$ cat config.mk
export PLATFORM = sky130hd
export DESIGN_NAME = sm4_block_cipher_ecb_cbc_top
export DESIGN_NICKNAME = d
export VERILOG_FILES = /design/src/rtl/core/sm4_pkg.sv /design/src/rtl/core/sm4_ram.sv /design/src/rtl/core/sm4_round.sv /design/src/rtl/core/sm4_block_cipher_ecb_cbc_top.sv
export SDC_FILE = /design/constraint.sdc
export NUM_CORES = 2
export LEC_CHECK = 0
export BUFFER_PORTS_ARGS = -buffer_cell sky130_fd_sc_hd__buf_2
export CELL_PAD_IN_SITES_DETAIL_PLACEMENT = 0
export CELL_PAD_IN_SITES_GLOBAL_PLACEMENT = 1
export CORE_MARGIN = 2
export CORE_UTILIZATION = 30
export DETAILED_ROUTE_END_ITERATION = 8
export GPL_ROUTABILITY_DRIVEN = 0
export PLACE_DENSITY = 0.53
export SYNTH_ARGS = -nofsm -noshare
export SYNTH_HDL_FRONTEND = slang
export SYNTH_SLANG_ARGS = --single-unit
$ cat constraint.sdc
create_clock -name clk -period 12.5 [get_ports clk]
set_input_delay 0.625 -clock clk [delete_from_list [all_inputs] [get_ports clk]]
set_output_delay 0.625 -clock clk [all_outputs]
set_load 0.03 [all_outputs]
$ cat src/rtl/core/sm4_pkg.sv
// Shared constants, types and functions for the SM4 block cipher engine.
// Holds the S-box table, the FK and CK key schedule constants and the linear transforms.
// No dependencies; imported by sm4_round and by the top level of the engine.
`default_nettype none

package sm4_pkg;

  localparam int ROUND_COUNT = 32;
  localparam int RK_AW       = $clog2(ROUND_COUNT);
  localparam int WORD_W      = 32;
  localparam int BLOCK_W     = 128;
  localparam int CFG_IDX_W   = 3;

  typedef logic [WORD_W-1:0]  word_t;
  typedef logic [BLOCK_W-1:0] block_t;
  typedef logic [RK_AW-1:0]   rk_addr_t;

  typedef enum logic [CFG_IDX_W-1:0] {
    REG_KEY_HIGH = 3'd0,
    REG_KEY_LOW  = 3'd1,
    REG_IV_HIGH  = 3'd2,
    REG_IV_LOW   = 3'd3,
    REG_DECRYPT  = 3'd4,
    REG_CHAINING = 3'd5
  } cfg_reg_t;

  localparam word_t FK0 = 32'ha3b1bac6;
  localparam word_t FK1 = 32'h56aa3350;
  localparam word_t FK2 = 32'h677d9197;
  localparam word_t FK3 = 32'hb27022dc;

  localparam logic [7:0] SBOX [256] = '{
    8'hd6,8'h90,8'he9,8'hfe,8'hcc,8'he1,8'h3d,8'hb7,8'h16,8'hb6,8'h14,8'hc2,8'h28,8'hfb,8'h2c,8'h05,
    8'h2b,8'h67,8'h9a,8'h76,8'h2a,8'hbe,8'h04,8'hc3,8'haa,8'h44,8'h13,8'h26,8'h49,8'h86,8'h06,8'h99,
    8'h9c,8'h42,8'h50,8'hf4,8'h91,8'hef,8'h98,8'h7a,8'h33,8'h54,8'h0b,8'h43,8'hed,8'hcf,8'hac,8'h62,
    8'he4,8'hb3,8'h1c,8'ha9,8'hc9,8'h08,8'he8,8'h95,8'h80,8'hdf,8'h94,8'hfa,8'h75,8'h8f,8'h3f,8'ha6,
    8'h47,8'h07,8'ha7,8'hfc,8'hf3,8'h73,8'h17,8'hba,8'h83,8'h59,8'h3c,8'h19,8'he6,8'h85,8'h4f,8'ha8,
    8'h68,8'h6b,8'h81,8'hb2,8'h71,8'h64,8'hda,8'h8b,8'hf8,8'heb,8'h0f,8'h4b,8'h70,8'h56,8'h9d,8'h35,
    8'h1e,8'h24,8'h0e,8'h5e,8'h63,8'h58,8'hd1,8'ha2,8'h25,8'h22,8'h7c,8'h3b,8'h01,8'h21,8'h78,8'h87,
    8'hd4,8'h00,8'h46,8'h57,8'h9f,8'hd3,8'h27,8'h52,8'h4c,8'h36,8'h02,8'he7,8'ha0,8'hc4,8'hc8,8'h9e,
    8'hea,8'hbf,8'h8a,8'hd2,8'h40,8'hc7,8'h38,8'hb5,8'ha3,8'hf7,8'hf2,8'hce,8'hf9,8'h61,8'h15,8'ha1,
    8'he0,8'hae,8'h5d,8'ha4,8'h9b,8'h34,8'h1a,8'h55,8'had,8'h93,8'h32,8'h30,8'hf5,8'h8c,8'hb1,8'he3,
    8'h1d,8'hf6,8'he2,8'h2e,8'h82,8'h66,8'hca,8'h60,8'hc0,8'h29,8'h23,8'hab,8'h0d,8'h53,8'h4e,8'h6f,
    8'hd5,8'hdb,8'h37,8'h45,8'hde,8'hfd,8'h8e,8'h2f,8'h03,8'hff,8'h6a,8'h72,8'h6d,8'h6c,8'h5b,8'h51,
    8'h8d,8'h1b,8'haf,8'h92,8'hbb,8'hdd,8'hbc,8'h7f,8'h11,8'hd9,8'h5c,8'h41,8'h1f,8'h10,8'h5a,8'hd8,
    8'h0a,8'hc1,8'h31,8'h88,8'ha5,8'hcd,8'h7b,8'hbd,8'h2d,8'h74,8'hd0,8'h12,8'hb8,8'he5,8'hb4,8'hb0,
    8'h89,8'h69,8'h97,8'h4a,8'h0c,8'h96,8'h77,8'h7e,8'h65,8'hb9,8'hf1,8'h09,8'hc5,8'h6e,8'hc6,8'h84,
    8'h18,8'hf0,8'h7d,8'hec,8'h3a,8'hdc,8'h4d,8'h20,8'h79,8'hee,8'h5f,8'h3e,8'hd7,8'hcb,8'h39,8'h48
  };

  function automatic word_t sub_word(input word_t x);
    sub_word = {SBOX[x[31:24]], SBOX[x[23:16]], SBOX[x[15:8]], SBOX[x[7:0]]};
  endfunction

  // Byte j of CK[i] is (4i + j) * 7 modulo 256.
  function automatic word_t ck_word(input rk_addr_t i);
    word_t      w;
    logic [7:0] b;
    w = '0;
    for (int j = 0; j < 4; j++) begin
      b = 8'((8'({i, 2'b00}) + 8'(j)) * 8'd7);
      w = {w[23:0], b};
    end
    ck_word = w;
  endfunction

  function automatic word_t lin_data(input word_t b);
    lin_data = b ^ {b[29:0], b[31:30]} ^ {b[21:0], b[31:22]} ^
               {b[13:0], b[31:14]} ^ {b[7:0], b[31:8]};
  endfunction

  function automatic word_t lin_key(input word_t b);
    lin_key = b ^ {b[18:0], b[31:19]} ^ {b[8:0], b[31:9]};
  endfunction

endpackage

`default_nettype wire

$ cat src/rtl/core/sm4_ram.sv
// Generic single-port-write, single-port-read RAM with a registered read.
// Holds the expanded round keys of the SM4 engine; no dependencies.
`default_nettype none

module sm4_ram #(
  parameter int WIDTH = 32,
  parameter int DEPTH = 32
) (
  input  wire logic                     clk,
  input  wire logic                     we,
  input  wire logic [$clog2(DEPTH)-1:0] waddr,
  input  wire logic [WIDTH-1:0]         wdata,
  input  wire logic [$clog2(DEPTH)-1:0] raddr,
  output logic      [WIDTH-1:0]         rdata
);

  logic [WIDTH-1:0] mem [DEPTH];

  always_ff @(posedge clk) begin
    if (we) begin
      mem[waddr] <= wdata;
    end
    rdata <= mem[raddr];
  end

endmodule

`default_nettype wire

$ cat src/rtl/core/sm4_round.sv
// One SM4 round: S-box substitution and linear transform of three words and a key word.
// Serves both the key schedule and the block rounds; depends on sm4_pkg.
`default_nettype none

module sm4_round
  import sm4_pkg::*;
(
  input  wire block_t state_in,
  input  wire word_t  round_key,
  input  wire logic   key_sched,
  output word_t       new_word
);

  word_t mix;
  word_t sub;

  assign mix      = state_in[95:64] ^ state_in[63:32] ^ state_in[31:0] ^ round_key;
  assign sub      = sub_word(mix);
  assign new_word = state_in[127:96] ^ (key_sched ? lin_key(sub) : lin_data(sub));

endmodule

`default_nettype wire

$ cat src/rtl/core/sm4_block_cipher_ecb_cbc_top.sv
// Top level of the SM4 block cipher engine with ECB and CBC chaining.
// Depends on sm4_pkg, sm4_round and sm4_ram (round key store).
//
//   Port group  Dir  Handshake               Contents
//   in_*        in   in_valid / in_stall     data_high, data_low, start_chain
//   out_*       out  out_valid / out_stall   out_high, out_low
//   cfg_*       in   cfg_valid / cfg_ready   cfg_index, cfg_data
//
// After acceptance a word passes through ST_PREP, which loads the block and reads
// the first round key, 32 rounds at one round per cycle through the shared
// round unit and the key memory read port, and ST_FINISH. The next word can be
// accepted in the cycle after the result is loaded. After a key write the first
// word first passes through key expansion in ST_EXPAND.
// Reset is synchronous and active low. A finished result waits in the output
// register under out_stall while the next word is accepted and processed.
`default_nettype none

module sm4_block_cipher_ecb_cbc_top
  import sm4_pkg::*;
(
  input  wire logic                 clk,
  input  wire logic                 rst_n,
  input  wire logic                 in_valid,
  output logic                      in_stall,
  input  wire logic [63:0]          in_data_high,
  input  wire logic [63:0]          in_data_low,
  input  wire logic                 in_start_chain,
  output logic                      out_valid,
  input  wire logic                 out_stall,
  output logic      [63:0]          out_high,
  output logic      [63:0]          out_low,
  input  wire logic                 cfg_valid,
  output logic                      cfg_ready,
  input  wire logic [CFG_IDX_W-1:0] cfg_index,
  input  wire logic [63:0]          cfg_data
);

  typedef enum logic [4:0] {
    ST_IDLE   = 5'b00001,
    ST_EXPAND = 5'b00010,
    ST_PREP   = 5'b00100,
    ST_CRYPT  = 5'b01000,
    ST_FINISH = 5'b10000
  } state_t;

  state_t   state_r, state_nxt;
  rk_addr_t cnt_r, cnt_nxt;
  logic     keys_ready_r;
  block_t   key_r, iv_r, chain_r, data_r, x_r, x_nxt, out_data_r;
  logic     dec_r, cbc_r, out_valid_r;

  logic     in_acc, cfg_acc, out_load, out_take;
  rk_addr_t rd_step, rk_raddr;
  word_t    rk_rdata, round_key, new_word;
  block_t   blk_in, result;

  assign in_stall  = (state_r != ST_IDLE);
  assign cfg_ready = 1'b1;
  assign in_acc    = in_valid && !in_stall;
  assign cfg_acc   = cfg_valid && cfg_ready;
  assign out_valid = out_valid_r;
  assign out_high  = out_data_r[127:64];
  assign out_low   = out_data_r[63:0];
  assign out_take  = out_valid_r && !out_stall;

  assign blk_in    = (cbc_r && !dec_r) ? (data_r ^ chain_r) : data_r;
  assign result    = {x_r[31:0], x_r[63:32], x_r[95:64], x_r[127:96]} ^
                     ((cbc_r && dec_r) ? chain_r : '0);
  assign out_load  = (state_r == ST_FINISH) && (!out_valid_r || !out_stall);

  assign rd_step   = (state_r == ST_PREP) ? '0 : cnt_r + 1'b1;
  assign rk_raddr  = dec_r ? ~rd_step : rd_step;
  assign round_key = (state_r == ST_EXPAND) ? ck_word(cnt_r) : rk_rdata;

  sm4_round u_round (
    .state_in  (x_r),
    .round_key (round_key),
    .key_sched (state_r == ST_EXPAND),
    .new_word  (new_word)
  );

  sm4_ram #(
    .WIDTH (WORD_W),
    .DEPTH (ROUND_COUNT)
  ) u_rk_ram (
    .clk   (clk),
    .we    (state_r == ST_EXPAND),
    .waddr (cnt_r),
    .wdata (new_word),
    .raddr (rk_raddr),
    .rdata (rk_rdata)
  );

  always_comb begin
    state_nxt = state_r;
    cnt_nxt   = cnt_r;
    x_nxt     = x_r;
    unique case (state_r)
      ST_IDLE: begin
        if (in_acc) begin
          cnt_nxt = '0;
          if (keys_ready_r) begin
            state_nxt = ST_PREP;
          end else begin
            state_nxt = ST_EXPAND;
            x_nxt     = key_r ^ {FK0, FK1, FK2, FK3};
          end
        end
      end
      ST_EXPAND: begin
        x_nxt   = {x_r[95:0], new_word};
        cnt_nxt = cnt_r + 1'b1;
        if (cnt_r == rk_addr_t'(ROUND_COUNT - 1)) begin
          state_nxt = ST_PREP;
        end
      end
      ST_PREP: begin
        x_nxt     = blk_in;
        cnt_nxt   = '0;
        state_nxt = ST_CRYPT;
      end
      ST_CRYPT: begin
        x_nxt   = {x_r[95:0], new_word};
        cnt_nxt = cnt_r + 1'b1;
        if (cnt_r == rk_addr_t'(ROUND_COUNT - 1)) begin
          state_nxt = ST_FINISH;
        end
      end
      ST_FINISH: begin
        if (out_load) begin
          state_nxt = ST_IDLE;
        end
      end
      default: begin
        state_nxt = ST_IDLE;
      end
    endcase
  end

  always_ff @(posedge clk) begin
    if (!rst_n) begin
      state_r      <= ST_IDLE;
      cnt_r        <= '0;
      keys_ready_r <= 1'b0;
      key_r        <= '0;
      iv_r         <= '0;
      dec_r        <= 1'b0;
      cbc_r        <= 1'b0;
      chain_r      <= '0;
      out_valid_r  <= 1'b0;
    end else begin
      state_r <= state_nxt;
      cnt_r   <= cnt_nxt;
      if (cfg_acc) begin
        unique case (cfg_index)
          REG_KEY_HIGH: begin
            key_r[127:64] <= cfg_data;
            keys_ready_r  <= 1'b0;
          end
          REG_KEY_LOW: begin
            key_r[63:0]  <= cfg_data;
            keys_ready_r <= 1'b0;
          end
          REG_IV_HIGH:  iv_r[127:64] <= cfg_data;
          REG_IV_LOW:   iv_r[63:0]   <= cfg_data;
          REG_DECRYPT:  dec_r        <= cfg_data[0];
          REG_CHAINING: cbc_r        <= cfg_data[0];
          default: begin
          end
        endcase
      end
      if ((state_r == ST_EXPAND) && (cnt_r == rk_addr_t'(ROUND_COUNT - 1))) begin
        keys_ready_r <= 1'b1;
      end
      if (in_acc && in_start_chain) begin
        chain_r <= iv_r;
      end else if (out_load && cbc_r) begin
        chain_r <= dec_r ? data_r : result;
      end
      if (out_load) begin
        out_valid_r <= 1'b1;
      end else if (out_take) begin
        out_valid_r <= 1'b0;
      end
    end
  end

  always_ff @(posedge clk) begin
    x_r <= x_nxt;
    if (in_acc) begin
      data_r <= {in_data_high, in_data_low};
    end
    if (out_load) begin
      out_data_r <= result;
    end
  end

endmodule

`default_nettype wire

==> flow_summary.yaml <==
status:
  status: "finished clean"
drt:
  drt-total-wl_um: 376000
  ant_nets: 0
  vias: 70175
  wire_per_inst_um: 30.7
  drt_pass1_iterations: 8
  vias_per_cell: 5.73
  drt_iter0_drc: 8425
  route.detailed.drc: 0
min_path:
  hold_class: "in2reg"
  holdPathStages: 1
  holdCritStartpoint: "in_data_low[22]"
  min_to: "data_r[22]"
place:
  dp_hpwl_um: 235000
  place.port_buffers: 330
  place_inst: 11743
timing:
  skew_ps: 107
  finalSetupViolations: 0
  tightest_slew_ps: 1350
  fmax_ghz: 0.121
  rsz0062_at_grt: "no"
  hold_viol: 0
  maxSlewHeadroom_pct: 9.86
  fin_setup_tns_ps: 0
  slew_viol_final: 0
  fin_crit_sh_pct: 66.1
  period_needed_ps: 8260
global_route:
  grt_max_degree: 145
  track_usage_pct: 23.3
  grt_pass1_wl_um: 528000
  antenna_found_initial: 15
  grt_pass1_vias: 68363
  overflow: 0
synth:
  synth_cells: 7725
  synth.net_count: 7985
  ys_seq_elements: 1838
  seq_area_frac_synth_pct: 55.1
  yosysMostFrequentCell: "edfxtp_1"
  netlist_area_sq_um: 92300
  yosysTopAreaCell: "edfxtp_1"
  synth_flop_cell: "edfxtp_1"
  synth_edf_count: 1408
  async_flop_share_pct: 0
  yosys_warnings: 0
  synth_area_per_cell_sq_um: 12.0
  yosys-top-cells-area: "edfxtp_1 (46%), dfxtp_1 (9.3%), mux4_2 (7.9%)"
  yosysTopAreaCellShare_pct: 45.8
  yosys-top-cells-count: "edfxtp_1 (1408), nand2_1 (1050), dfxtp_1 (430)"
  synth_cell_types: 121
layout:
  utilization_pct: 35.0
  areaGrowthSynthToFinish_pct: 15.9
  fill_cells: 30127
  layout-drive-gt1-share_pct: 17.9
  nets: 8239
  register_area_sq_um: 50900
  final_cells: 12252
  multi_input_area_sq_um: 39500
setup_path:
  setup.worst_path.end_class: "register"
  rrSetupSlack_ps: 4240
  r2r_start: "cnt_r[0]"
  worstReg2RegEnd: "u_rk_ram.mem[28][26]"
  cp.arrival_ps: 8780
  crit_path_max_fanout: 32
  worstSetupPathType: "reg2reg"
  r2r_cells: 15
  start_kind: "register"
  critPathRequiredTime_ps: 13020
die:
  die_area_sq_um: 312000
  ios: 332
  rows: 203
  fp.dieW_um: 559
  initial_core_util_pct: 30.2
  core_sq_um: 306000
  die_h_um: 559
clock_network:
  cts.sinks: 1838
  cts_buffer_depth: 4
  cts_resized: 0
  htreeDepth: 4
  root_buffer: "clkbuf_16"
  tritoncts: "built"
  post_cts.repair.setup_buffers: 0
  cts_hold_buf: 121
  clk_latency_ps: 920
  clk_pin_slew_worst_paths_ps: 90
  cts_made_buffers: 208
run:
  maxCapViolations: 0
[metrics by stage]
stage | hold slack (ps) | cell area (sq um) | worst slack [ps]
after floorplan | 443 | 92300 | 3630
after global placement | 452 | 99100 | 4860
after detailed placement | 459 | 99100 | 4610
after CTS | 2.84 | 107000 | 4460
after global routing | 0.835 | 107000 | 3890
final | 52.1 | 107000 | 4240
[logic make-up (layout without fill, tap and decap cells)]
group	after synthesis	count (layout)	synth area share, %
AND/OR/NAND/NOR	2013	2013	9.64
buffers and inverters	677	1100	3.10
adder cells (fa/ha/maj)	61	61	0.870
AO/OA/AOI/OAI	2090	2090	15.9
multiplexers	508	508	9.94
flip-flops	1838	1838	55.1
XOR/XNOR	537	537	5.43
other	1	5	0.00406
[cell type report]
cell class              count  share of cell area [%]
inverters                  40                   0.140
clock inverters            97                   0.962
well taps                4100                    4.79
flip-flops and latches   1838                    47.5
diodes                      4                 0.00935
multi-input cells        5210                    36.9
clock buffers             282                    5.29
repair buffers            681                    4.38
[cells in the final DEF, fill, tap and decap left out, types with 125 or more instances in the layout]
master / n
a211oi_1: 197
a21oi_1: 426
nand2_1: 1044
nor2_1: 339
dlygate4sd3_1: 125
nor2b_1: 141
buf_4: 219
dfxtp_1: 429
xor2_1: 198
xnor2_1: 264
mux2i_1: 146
buf_2: 329
o21ai_0: 297
nand3_1: 126
a21boi_0: 262
edfxtp_1: 1408
clkbuf_16: 209
mux4_2: 323
[routing by layer]
metal	global-route usage (%)	routed length (um)
met1	32.0	160000
met2	37.0	173000
met3	4.37	28900
met4	7.33	13800
met5	0	63
[state kept, by name, summed over array words and instances (netlist names)]
signal          count
u_rk_ram.mem     1024
chain_r           128
data_r            128
iv_r              128
key_r             128
out_data_r        128
x_r               128
u_rk_ram.rdata     32
cnt_r               5
state_r             5
cbc_r               1
dec_r               1
keys_ready_r        1
out_valid           1
[worst max-delay path, cell delays in order (launching register included)]
cell      delay [ps]
dfxtp_1          690
inv_1            330
fa_1             850
xnor2_1          230
nand3_1          390
a21oi_1          960
o211ai_1         500
buf_4            330
a21oi_1          130
a31oi_1           60
o311a_1          350
o32ai_2          890
xor2_1           300
xnor2_1          650
o21ai_0          360
xnor2_4          780
[worst max-delay path by stage]
stage / from / end / slack (ps) / cells past startpoint
after detailed placement: cnt_r[0] / u_rk_ram.mem[6][27] / 4610 / 17
after CTS: cnt_r[0] / u_rk_ram.mem[17][27] / 4460 / 17
after floorplan: state_r[1] / chain_r[125] / 3630 / 9
after global placement: state_r[1] / u_rk_ram.mem[3][17] / 4860 / 17
after global routing: cnt_r[0] / u_rk_ram.mem[0][28] / 3890 / 15
final: cnt_r[0] / u_rk_ram.mem[28][26] / 4240 / 15
Power is not shown: default switching activity piles up to over one toggle a cycle in this logic, so the estimate is an artifact.
